--- config.mk ---
export PLATFORM = sky130hd
export DESIGN_NAME = three_wire_rtc_bcd_master_core
export DESIGN_NICKNAME = d
export VERILOG_FILES = /design/src/hw/rtl/twrtc_pkg.sv /design/src/hw/rtl/three_wire_rtc_bcd_master_core.sv /design/src/hw/rtl/twrtc_req_enc.sv /design/src/hw/rtl/twrtc_bcd_dec.sv
export SDC_FILE = /design/constraint.sdc
export NUM_CORES = 1
export LEC_CHECK = 0
export BUFFER_PORTS_ARGS = -buffer_cell sky130_fd_sc_hd__clkbuf_2
export CAP_MARGIN = 20
export CELL_PAD_IN_SITES_DETAIL_PLACEMENT = 1
export CELL_PAD_IN_SITES_GLOBAL_PLACEMENT = 1
export CORE_ASPECT_RATIO = 0.5
export CORE_MARGIN = 2
export CORE_UTILIZATION = 52
export CTS_CLUSTER_DIAMETER = 150
export CTS_CLUSTER_SIZE = 28
export DETAILED_ROUTE_END_ITERATION = 10
export PLACE_DENSITY = 0.87
export SETUP_SLACK_MARGIN = 0.02
export SKIP_LAST_GASP = 1
export SLEW_MARGIN = 20
export SYNTH_ARGS = -nofsm -noshare
export SYNTH_HDL_FRONTEND = slang
export SYNTH_SLANG_ARGS = --single-unit
--- constraint.sdc ---
create_clock -name aclk -period 18.6 [get_ports aclk]
set_input_delay 1.86 -clock aclk [delete_from_list [all_inputs] [get_ports aclk]]
set_output_delay 1.86 -clock aclk [all_outputs]
set_load 0.01 [all_outputs]
--- src/hw/rtl/twrtc_pkg.sv ---
package twrtc_pkg;

    localparam int IN_W  = 24;
    localparam int OUT_W = 16;

    localparam logic [2:0] OP_GET     = 3'd0;
    localparam logic [2:0] OP_SET     = 3'd1;
    localparam logic [2:0] OP_RAM_RD  = 3'd2;
    localparam logic [2:0] OP_RAM_WR  = 3'd3;
    localparam logic [2:0] OP_HALT    = 3'd4;
    localparam logic [2:0] OP_UNPROT  = 3'd5;
    localparam logic [2:0] OP_FORMAT  = 3'd6;

    localparam logic [3:0] FLD_SEC    = 4'd0;
    localparam logic [3:0] FLD_MIN    = 4'd1;
    localparam logic [3:0] FLD_HOUR   = 4'd2;
    localparam logic [3:0] FLD_DATE   = 4'd3;
    localparam logic [3:0] FLD_MONTH  = 4'd4;
    localparam logic [3:0] FLD_WDAY   = 4'd5;
    localparam logic [3:0] FLD_YEAR   = 4'd6;
    localparam logic [3:0] FLD_MODE   = 4'd7;
    localparam logic [3:0] FLD_RUN    = 4'd8;

    localparam logic [3:0] KIND_RAW   = 4'd9;

    localparam logic [7:0] CMD_CLOCK_BASE = 8'h80;
    localparam logic [7:0] CMD_SEC_WR     = 8'h80;
    localparam logic [7:0] CMD_SEC_RD     = 8'h81;
    localparam logic [7:0] CMD_HOUR_WR    = 8'h84;
    localparam logic [7:0] CMD_HOUR_RD    = 8'h85;
    localparam logic [7:0] CMD_WP_WR      = 8'h8E;
    localparam logic [1:0] CMD_RAM_TOP    = 2'b11;

    localparam logic [7:0] HALT_BIT   = 8'h80;
    localparam logic [7:0] MODE12_BIT = 8'h80;
    localparam logic [7:0] PM_BIT     = 8'h20;

    localparam logic [1:0] RAM_LAST_BANK = 2'd3;
    localparam logic [2:0] RAM_LAST_SLOT = 3'd7;

    typedef struct packed {
        logic       ok;
        logic       is_read;
        logic [3:0] kind;
        logic [7:0] command;
        logic [7:0] data;
    } req_t;

endpackage

--- src/hw/rtl/three_wire_rtc_bcd_master_core.sv ---
// three-wire serial clock chip master, one beat in, one beat out
// s_ channel: a beat with tuser 0 is a request (operation, field, value,
// 12-hour flag, ram page and byte); tuser 1 is one serial bit slot and
// carries the sampled data line level in io_sample
// m_ channel: one beat per input beat, giving chip enable, data line drive
// enable and level, a reject flag and the decoded read value; tlast marks
// the beat that ends a transaction (sixteenth slot or a request refused while idle)
// a transaction is a request followed by sixteen slots: eight command bits
// driven lsb first, then eight data bits driven or sampled
// each input beat passes through one input register, then the encode, shift
// and bcd decode logic feeding the output register
// throughput is one beat per cycle while m_tready is high, set by the single pass
// through that logic with the transaction state updated as each beat moves on
// reset clears both registers and leaves the master idle with chip enable low
// when the receiver stalls, the output register holds its beat, the input
// register fills and then s_tready drops until m_tready returns
module three_wire_rtc_bcd_master_core (
    input  logic                         aclk,
    input  logic                         aresetn,
    input  logic                         s_tvalid,
    output logic                         s_tready,
    // op, field, value, twelve_hour, ram_bank, ram_slot, io_sample, zero pad
    input  logic [twrtc_pkg::IN_W-1:0]   s_tdata,
    // func
    input  logic [0:0]                   s_tuser,
    output logic                         m_tvalid,
    input  logic                         m_tready,
    // chip_enable, drive_enable, drive_level, rejected, read_result, zero pad
    output logic [twrtc_pkg::OUT_W-1:0]  m_tdata,
    // done_res
    output logic                         m_tlast
);

    logic                        in_valid_reg;
    logic                        in_func_reg;
    logic [twrtc_pkg::IN_W-1:0]  in_data_reg;
    logic                        advance;

    logic                        m_valid_reg;
    logic [twrtc_pkg::OUT_W-1:0] m_data_reg;
    logic                        m_last_reg;

    logic       active_reg,   active_next;
    logic [3:0] slot_reg,     slot_next;
    logic [7:0] command_reg,  command_next;
    logic [7:0] data_reg,     data_next;
    logic [7:0] shift_reg,    shift_next;
    logic       is_read_reg,  is_read_next;
    logic [3:0] kind_reg,     kind_next;

    logic [2:0] in_op;
    logic [3:0] in_field;
    logic [7:0] in_value;
    logic       in_twelve;
    logic [1:0] in_bank;
    logic [2:0] in_slot;
    logic       in_io;

    twrtc_pkg::req_t req;
    logic [7:0] sample_byte;
    logic [7:0] dec_result;

    logic       ce, de, lvl, done, rej;
    logic [7:0] res;

    assign in_op     = in_data_reg[2:0];
    assign in_field  = in_data_reg[6:3];
    assign in_value  = in_data_reg[14:7];
    assign in_twelve = in_data_reg[15];
    assign in_bank   = in_data_reg[17:16];
    assign in_slot   = in_data_reg[20:18];
    assign in_io     = in_data_reg[21];

    assign advance  = in_valid_reg && (!m_valid_reg || m_tready);
    assign s_tready = !in_valid_reg || advance;

    twrtc_req_enc u_enc (
        .op          (in_op),
        .field       (in_field),
        .value       (in_value),
        .twelve_hour (in_twelve),
        .ram_bank    (in_bank),
        .ram_slot    (in_slot),
        .req         (req)
    );

    assign sample_byte = shift_reg | (8'(in_io) << slot_reg[2:0]);

    twrtc_bcd_dec u_dec (
        .kind   (kind_reg),
        .raw    (sample_byte),
        .result (dec_result)
    );

    always_comb begin
        ce           = 1'b0;
        de           = 1'b0;
        lvl          = 1'b0;
        done         = 1'b0;
        rej          = 1'b0;
        res          = 8'd0;
        active_next  = active_reg;
        slot_next    = slot_reg;
        command_next = command_reg;
        data_next    = data_reg;
        shift_next   = shift_reg;
        is_read_next = is_read_reg;
        kind_next    = kind_reg;
        if (!in_func_reg) begin
            if (active_reg) begin
                ce  = 1'b1;
                rej = 1'b1;
            end else if (req.ok) begin
                ce           = 1'b1;
                active_next  = 1'b1;
                slot_next    = 4'd0;
                shift_next   = 8'd0;
                command_next = req.command;
                data_next    = req.data;
                is_read_next = req.is_read;
                kind_next    = req.kind;
            end else begin
                rej  = 1'b1;
                done = 1'b1;
            end
        end else if (active_reg) begin
            ce = 1'b1;
            if (!slot_reg[3]) begin
                de  = 1'b1;
                lvl = command_reg[slot_reg[2:0]];
            end else if (is_read_reg) begin
                shift_next = sample_byte;
            end else begin
                de  = 1'b1;
                lvl = data_reg[slot_reg[2:0]];
            end
            if (slot_reg == 4'd15) begin
                done        = 1'b1;
                res         = is_read_reg ? dec_result : 8'd0;
                active_next = 1'b0;
                slot_next   = 4'd0;
            end else begin
                slot_next = slot_reg + 4'd1;
            end
        end
    end

    always_ff @(posedge aclk) begin
        if (!aresetn) begin
            in_valid_reg <= 1'b0;
        end else if (s_tready) begin
            in_valid_reg <= s_tvalid;
        end
        if (s_tready && s_tvalid) begin
            in_func_reg <= s_tuser[0];
            in_data_reg <= s_tdata;
        end
    end

    always_ff @(posedge aclk) begin
        if (!aresetn) begin
            active_reg  <= 1'b0;
            slot_reg    <= 4'd0;
            command_reg <= 8'd0;
            data_reg    <= 8'd0;
            shift_reg   <= 8'd0;
            is_read_reg <= 1'b0;
            kind_reg    <= 4'd0;
        end else if (advance) begin
            active_reg  <= active_next;
            slot_reg    <= slot_next;
            command_reg <= command_next;
            data_reg    <= data_next;
            shift_reg   <= shift_next;
            is_read_reg <= is_read_next;
            kind_reg    <= kind_next;
        end
    end

    always_ff @(posedge aclk) begin
        if (!aresetn) begin
            m_valid_reg <= 1'b0;
        end else if (advance) begin
            m_valid_reg <= 1'b1;
        end else if (m_tready) begin
            m_valid_reg <= 1'b0;
        end
        if (advance) begin
            m_data_reg <= {4'b0000, res, rej, lvl, de, ce};
            m_last_reg <= done;
        end
    end

    assign m_tvalid = m_valid_reg;
    assign m_tdata  = m_data_reg;
    assign m_tlast  = m_last_reg;

    a_slot_needs_active: assert property (@(posedge aclk) disable iff (!aresetn)
        (slot_reg != 4'd0) |-> active_reg)
        else $error("slot counter running while idle");

    a_refused_ce_low: assert property (@(posedge aclk) disable iff (!aresetn)
        (m_valid_reg && m_data_reg[3]) |-> (m_last_reg == !m_data_reg[0]))
        else $error("reject beat with wrong chip enable or last flag");

    a_level_needs_drive: assert property (@(posedge aclk) disable iff (!aresetn)
        (m_valid_reg && !m_data_reg[1]) |-> !m_data_reg[2])
        else $error("drive level set while not driving");

    a_result_on_last: assert property (@(posedge aclk) disable iff (!aresetn)
        (m_valid_reg && (m_data_reg[11:4] != 8'd0)) |-> (m_last_reg && m_data_reg[0]))
        else $error("read value outside the final slot");

    a_reset_empties: assert property (@(posedge aclk)
        !aresetn |=> (!m_valid_reg && !in_valid_reg && !active_reg))
        else $error("pipeline not empty after reset");

endmodule

--- src/hw/rtl/twrtc_req_enc.sv ---
module twrtc_req_enc (
    input  logic [2:0]       op,
    input  logic [3:0]       field,
    input  logic [7:0]       value,
    input  logic             twelve_hour,
    input  logic [1:0]       ram_bank,
    input  logic [2:0]       ram_slot,
    output twrtc_pkg::req_t  req
);

    function automatic logic [7:0] to_bcd(input logic [7:0] v);
        logic [15:0] prod;
        logic [3:0]  q;
        logic [7:0]  r;
        prod = 16'(v) * 16'd205;
        q    = prod[14:11];
        r    = v - ({1'b0, q, 3'b000} + {3'b000, q, 1'b0});
        return {q, r[3:0]};
    endfunction

    logic [7:0] h12;
    logic [7:0] pm;

    always_comb begin
        h12 = (value >= 8'd12) ? (value - 8'd12) : value;
        if (h12 == 8'd0) begin
            h12 = 8'd12;
        end
        pm = (value >= 8'd12) ? twrtc_pkg::PM_BIT : 8'h00;
    end

    always_comb begin
        req = '0;
        unique case (op)
            twrtc_pkg::OP_GET: begin
                if (field <= twrtc_pkg::FLD_RUN) begin
                    req.ok      = 1'b1;
                    req.is_read = 1'b1;
                    req.kind    = field;
                    if (field == twrtc_pkg::FLD_MODE) begin
                        req.command = twrtc_pkg::CMD_HOUR_RD;
                    end else if (field == twrtc_pkg::FLD_RUN) begin
                        req.command = twrtc_pkg::CMD_SEC_RD;
                    end else begin
                        req.command = twrtc_pkg::CMD_CLOCK_BASE
                                    | {4'b0000, field[2:0], 1'b1};
                    end
                end
            end
            twrtc_pkg::OP_SET: begin
                req.command = twrtc_pkg::CMD_CLOCK_BASE | {4'b0000, field[2:0], 1'b0};
                case (field) inside
                    twrtc_pkg::FLD_SEC, twrtc_pkg::FLD_MIN: begin
                        req.ok   = (value <= 8'd59);
                        req.data = to_bcd(value);
                    end
                    twrtc_pkg::FLD_HOUR: begin
                        req.ok   = (value <= 8'd23);
                        req.data = twelve_hour ? (twrtc_pkg::MODE12_BIT | pm | to_bcd(h12))
                                               : to_bcd(value);
                    end
                    twrtc_pkg::FLD_DATE: begin
                        req.ok   = (value != 8'd0) && (value <= 8'd31);
                        req.data = to_bcd(value);
                    end
                    twrtc_pkg::FLD_MONTH: begin
                        req.ok   = (value != 8'd0) && (value <= 8'd12);
                        req.data = to_bcd(value);
                    end
                    twrtc_pkg::FLD_WDAY: begin
                        req.ok   = (value != 8'd0) && (value <= 8'd7);
                        req.data = value;
                    end
                    twrtc_pkg::FLD_YEAR: begin
                        req.ok   = (value <= 8'd99);
                        req.data = to_bcd(value);
                    end
                    twrtc_pkg::FLD_MODE: begin
                        req.ok      = (value <= 8'd1);
                        req.command = twrtc_pkg::CMD_HOUR_WR;
                        req.data    = value[0] ? 8'h00 : twrtc_pkg::MODE12_BIT;
                    end
                    twrtc_pkg::FLD_RUN: begin
                        req.ok      = (value <= 8'd1);
                        req.command = twrtc_pkg::CMD_SEC_WR;
                        req.data    = value[0] ? 8'h00 : twrtc_pkg::HALT_BIT;
                    end
                    default: begin
                        req.ok = 1'b0;
                    end
                endcase
            end
            twrtc_pkg::OP_RAM_RD, twrtc_pkg::OP_RAM_WR: begin
                req.ok = !((ram_bank == twrtc_pkg::RAM_LAST_BANK)
                        && (ram_slot == twrtc_pkg::RAM_LAST_SLOT));
                if (op == twrtc_pkg::OP_RAM_RD) begin
                    req.command = {twrtc_pkg::CMD_RAM_TOP, ram_bank, ram_slot, 1'b1};
                    req.is_read = 1'b1;
                    req.kind    = twrtc_pkg::KIND_RAW;
                end else begin
                    req.command = {twrtc_pkg::CMD_RAM_TOP, ram_bank, ram_slot, 1'b0};
                    req.data    = value;
                end
            end
            twrtc_pkg::OP_HALT: begin
                req.ok      = (value <= 8'd1);
                req.command = twrtc_pkg::CMD_SEC_WR;
                req.data    = value[0] ? twrtc_pkg::HALT_BIT : 8'h00;
            end
            twrtc_pkg::OP_UNPROT: begin
                req.ok      = 1'b1;
                req.command = twrtc_pkg::CMD_WP_WR;
            end
            twrtc_pkg::OP_FORMAT: begin
                req.ok      = (value <= 8'd1);
                req.command = twrtc_pkg::CMD_HOUR_WR;
                req.data    = value[0] ? 8'h00 : twrtc_pkg::MODE12_BIT;
            end
            default: begin
                req.ok = 1'b0;
            end
        endcase
    end

endmodule

--- src/hw/rtl/twrtc_bcd_dec.sv ---
module twrtc_bcd_dec (
    input  logic [3:0] kind,
    input  logic [7:0] raw,
    output logic [7:0] result
);

    logic [3:0] tens;
    logic [3:0] ones;
    logic       numeric;

    assign ones = raw[3:0];

    always_comb begin
        tens    = 4'd0;
        numeric = 1'b1;
        result  = raw;
        unique case (kind) inside
            twrtc_pkg::FLD_SEC, twrtc_pkg::FLD_MIN: begin
                tens = {1'b0, raw[6:4]};
            end
            twrtc_pkg::FLD_HOUR: begin
                tens = raw[7] ? {3'b000, raw[4]} : {2'b00, raw[5:4]};
            end
            twrtc_pkg::FLD_DATE: begin
                tens = {2'b00, raw[5:4]};
            end
            twrtc_pkg::FLD_MONTH: begin
                tens = {3'b000, raw[4]};
            end
            twrtc_pkg::FLD_WDAY: begin
                numeric = 1'b0;
                result  = {5'b00000, raw[2:0]};
            end
            twrtc_pkg::FLD_YEAR: begin
                tens = raw[7:4];
            end
            twrtc_pkg::FLD_MODE: begin
                numeric = 1'b0;
                result  = raw[7] ? (raw[5] ? 8'd2 : 8'd1) : 8'd0;
            end
            twrtc_pkg::FLD_RUN: begin
                numeric = 1'b0;
                result  = raw[7] ? 8'd0 : 8'd1;
            end
            default: begin
                numeric = 1'b0;
                result  = raw;
            end
        endcase
        if (numeric) begin
            result = {1'b0, tens, 3'b000} + {3'b000, tens, 1'b0} + {4'b0000, ones};
        end
    end

endmodule
==> impl_metrics.tcl <==
set metrics [dict create \
    status "finished, final reports clean" \
    place_congestion 0.890 \
    routed_wl_um 18700 \
    cts.clk_slew.worst_paths_ns 0.06 \
    leakagePower_nw 3.20 \
    worstPathArrival_ns 8.42 \
    holdCritPathClass "register to register" \
    clock_latency_ns 0.34 \
    setup-violations-final 0 \
    vdd_drop_max_mv 0.0515 \
    netlist_area_um2 6750 \
    tightestPinTransition_ns 0.974 \
    drtIter0Drc 398 \
    synth_area_per_cell_um2 9.22 \
    numCtsBuffers 9 \
    holdPathStages 2 \
    critPathRequiredTime_ns 18.80 \
    postSynthCellCount 732 \
    largest_reg_flops 22 \
    wl_met3_um 742 \
    rows 29 \
    rsz0062_at_grt "no" \
    period_share_pct 44.2 \
    yosys_warnings 0 \
    period_needed_ns 8.22 \
    finalInstanceArea_um2 7270 \
    io_buffers 41 \
    drcViolationCount 0 \
    crit_path_start_kind "register" \
    synth_seq_cells 72 \
    r2r_slack_ns 10.38 \
    timing_worst_setup_path_type "register to register" \
    grt_pass1_wl_um 30700 \
    holdBufCountCts 0 \
    cp_max_fo 11 \
    drive_gt1_share_pct 10.6 \
    highest_layer "met4" \
    vias_per_cell 6.09 \
    power_mw 0.714 \
    nNetsFinal 903 \
    drv_slew 0 \
    dp.cells 907 \
    fp.dieW_um 165 \
    finalHoldViolations 0 \
    wl_met1_um 8280 \
    num_antenna_cells 0 \
    htree_levels 3 \
    ant_nets 0 \
    drt-pass1-iter-count 7 \
    cts_max_path_buffers 2 \
    r2r_start "in_data_reg[13]" \
    cap_violations 0 \
    met2_length_um 9280 \
    slowest_stage "edfxtp_1" \
    initial_core_util_pct 53.3 \
    critPathCaptureType "register" \
    ctsResizeCount 0 \
    fillers 1464 \
    cts_setup_buffers 0 \
    core_um2 12700 \
    slew_headroom_pct 34.6 \
    seq_area_frac_synth_pct 26.7 \
    max_freq_mhz 122 \
    crit_path_max_incr_delay_ns 0.69 \
    die_y_um 84.6 \
    die-area_um2 14000 \
    synth.lib_cells_used.distinct 74 \
    reg2regPathDepth 29 \
    ys.flop_type "edfxtp_1" \
    tritoncts "built" \
    overflow 0 \
    p_per_area_nw_per_um2 98.2 \
    async_flop_share_pct 0 \
    min_from "data_reg[0]" \
    grt_pass1_vias 5906 \
    num_io_pins 48 \
    grt_antenna_before_repair 0 \
    cp-startpoint "in_data_reg[13]" \
    grt_start_max_net_pins 40 \
    grt_usage_pct 28.2 \
    synth-edff-count 36 \
    fin_tns_setup_ns 0 \
    area_delta_synth_final_pct 7.73 \
    cts.sinks 72 \
    num_vias 5617 \
    clockRootBuffer "clkbuf_16" \
    wl_per_cell_um 20.3 \
    place_hpwl_um 14200 \
    place_area_um2 6990 \
    hold_ws_ns 0.456 \
    final_cells 923 \
    skew_ns 0.00793 \
]
worst paths after layout:
check | endpoint
worst min-delay path | data_reg[0]
worst min register to register | data_reg[0]
worst max register to register | data_reg[3]
worst max-delay path | data_reg[3]
cell usage after synthesis (all sizes together), types with 3 or more instances:
cell	count	area, µm²
a2111oi	3	26.3
a211o	4	35.0
a211oi	6	50.1
a21boi	20	150
a21o	9	67.6
a21oi	37	189
a221oi	3	32.5
a22oi	15	113
a2bb2oi	3	26.3
a31o	4	35.0
a31oi	11	90.1
and2	5	31.3
and3	7	48.8
buf	15	100
clkbuf	24	90.1
dfxtp	36	721
edfxtp	36	1080
fa	23	460
ha	103	1290
inv	76	285
mux2i	5	50.1
mux4	4	90.1
nand2	51	194
nand2b	10	62.6
nand3	28	140
nand4	14	87.6
nor2	40	150
nor2b	18	113
nor3	12	65.1
nor3b	6	56.3
nor4	3	18.8
o211ai	5	42.5
o21a	3	22.5
o21ai	24	120
o21bai	3	22.5
xnor2	28	253
xor2	5	43.8
metrics by stage:
step | util (%) | worst slack, ns
2_1_floorplan | - | 11.54
3_3_place_gp | 55.2 | 10.77
3_5_place_dp | 55.2 | 10.56
4_1_cts | 57.4 | 10.49
5_1_grt | 57.4 | 10.05
6_report | 57.4 | 10.38
kinds of logic (layout without fill, tap and decap cells):
kind of cell	after synthesis	in the layout	share of synthesized area, %
fa+ha+maj	126	126	25.9
other cells	1	4	0.0556
compound gates	172	172	18.2
flops	72	72	26.7
mux	10	10	2.24
buf+inv	115	133	7.04
simple gates	202	202	15.2
xor+xnor	34	34	4.73
cells in the final DEF, fill, tap and decap left out, drive strengths merged, types with 9 or more instances in the layout:
cell      n
nand4    14
a22oi    15
a31oi    11
xnor2    28
nor2b    18
nor2     40
edfxtp   36
dfxtp    36
inv      78
fa       23
nor3     12
o21ai    24
nand2b   10
a21o      9
a21oi    37
nand3    28
nand2    51
ha      103
clkbuf   52
a21boi   20
report_power, final:
| group | internal, mW | total (mW) | switching (mW) |
|---|---|---|---|
| Sequential | 0.173 | 0.184 | 0.0111 |
| Clock | 0.0950 | 0.167 | 0.0719 |
| Combinational | 0.163 | 0.364 | 0.201 |
| Total | 0.430 | 0.714 | 0.284 |
layout make-up:
class / count / area (µm²) / area share (%)
Multi-Input combinational cell: 548 / 4490 / 61.7
Tap cell: 170 / 213 / 2.92
Sequential cell: 72 / 1800 / 24.8
Clock inverter: 5 / 38.8 / 0.533
Clock buffer: 11 / 243 / 3.34
Timing Repair Buffer: 41 / 205 / 2.82
Inverter: 76 / 285 / 3.92
metal layers:
layer,up-vias,GRT usage [%]
met3,40,4.64
li1,2631,-
met2,155,49.9
met5,-,0
met1,2791,35.3
met4,0,8.30
worst max-delay path, delay by kind of cell, from the launching register on:
kind | cells | cell delay, ns
adders and majority gates | 7 | 2.93
AOI/OAI and AO/OA | 8 | 1.71
and+or+nand+nor | 7 | 1.54
DFF | 1 | 0.69
xor gates and xnor gates | 2 | 0.52
buffers and inverters | 4 | 0.51
muxes | 1 | 0.18
Note: power is estimated with default switching activity, not from simulation.
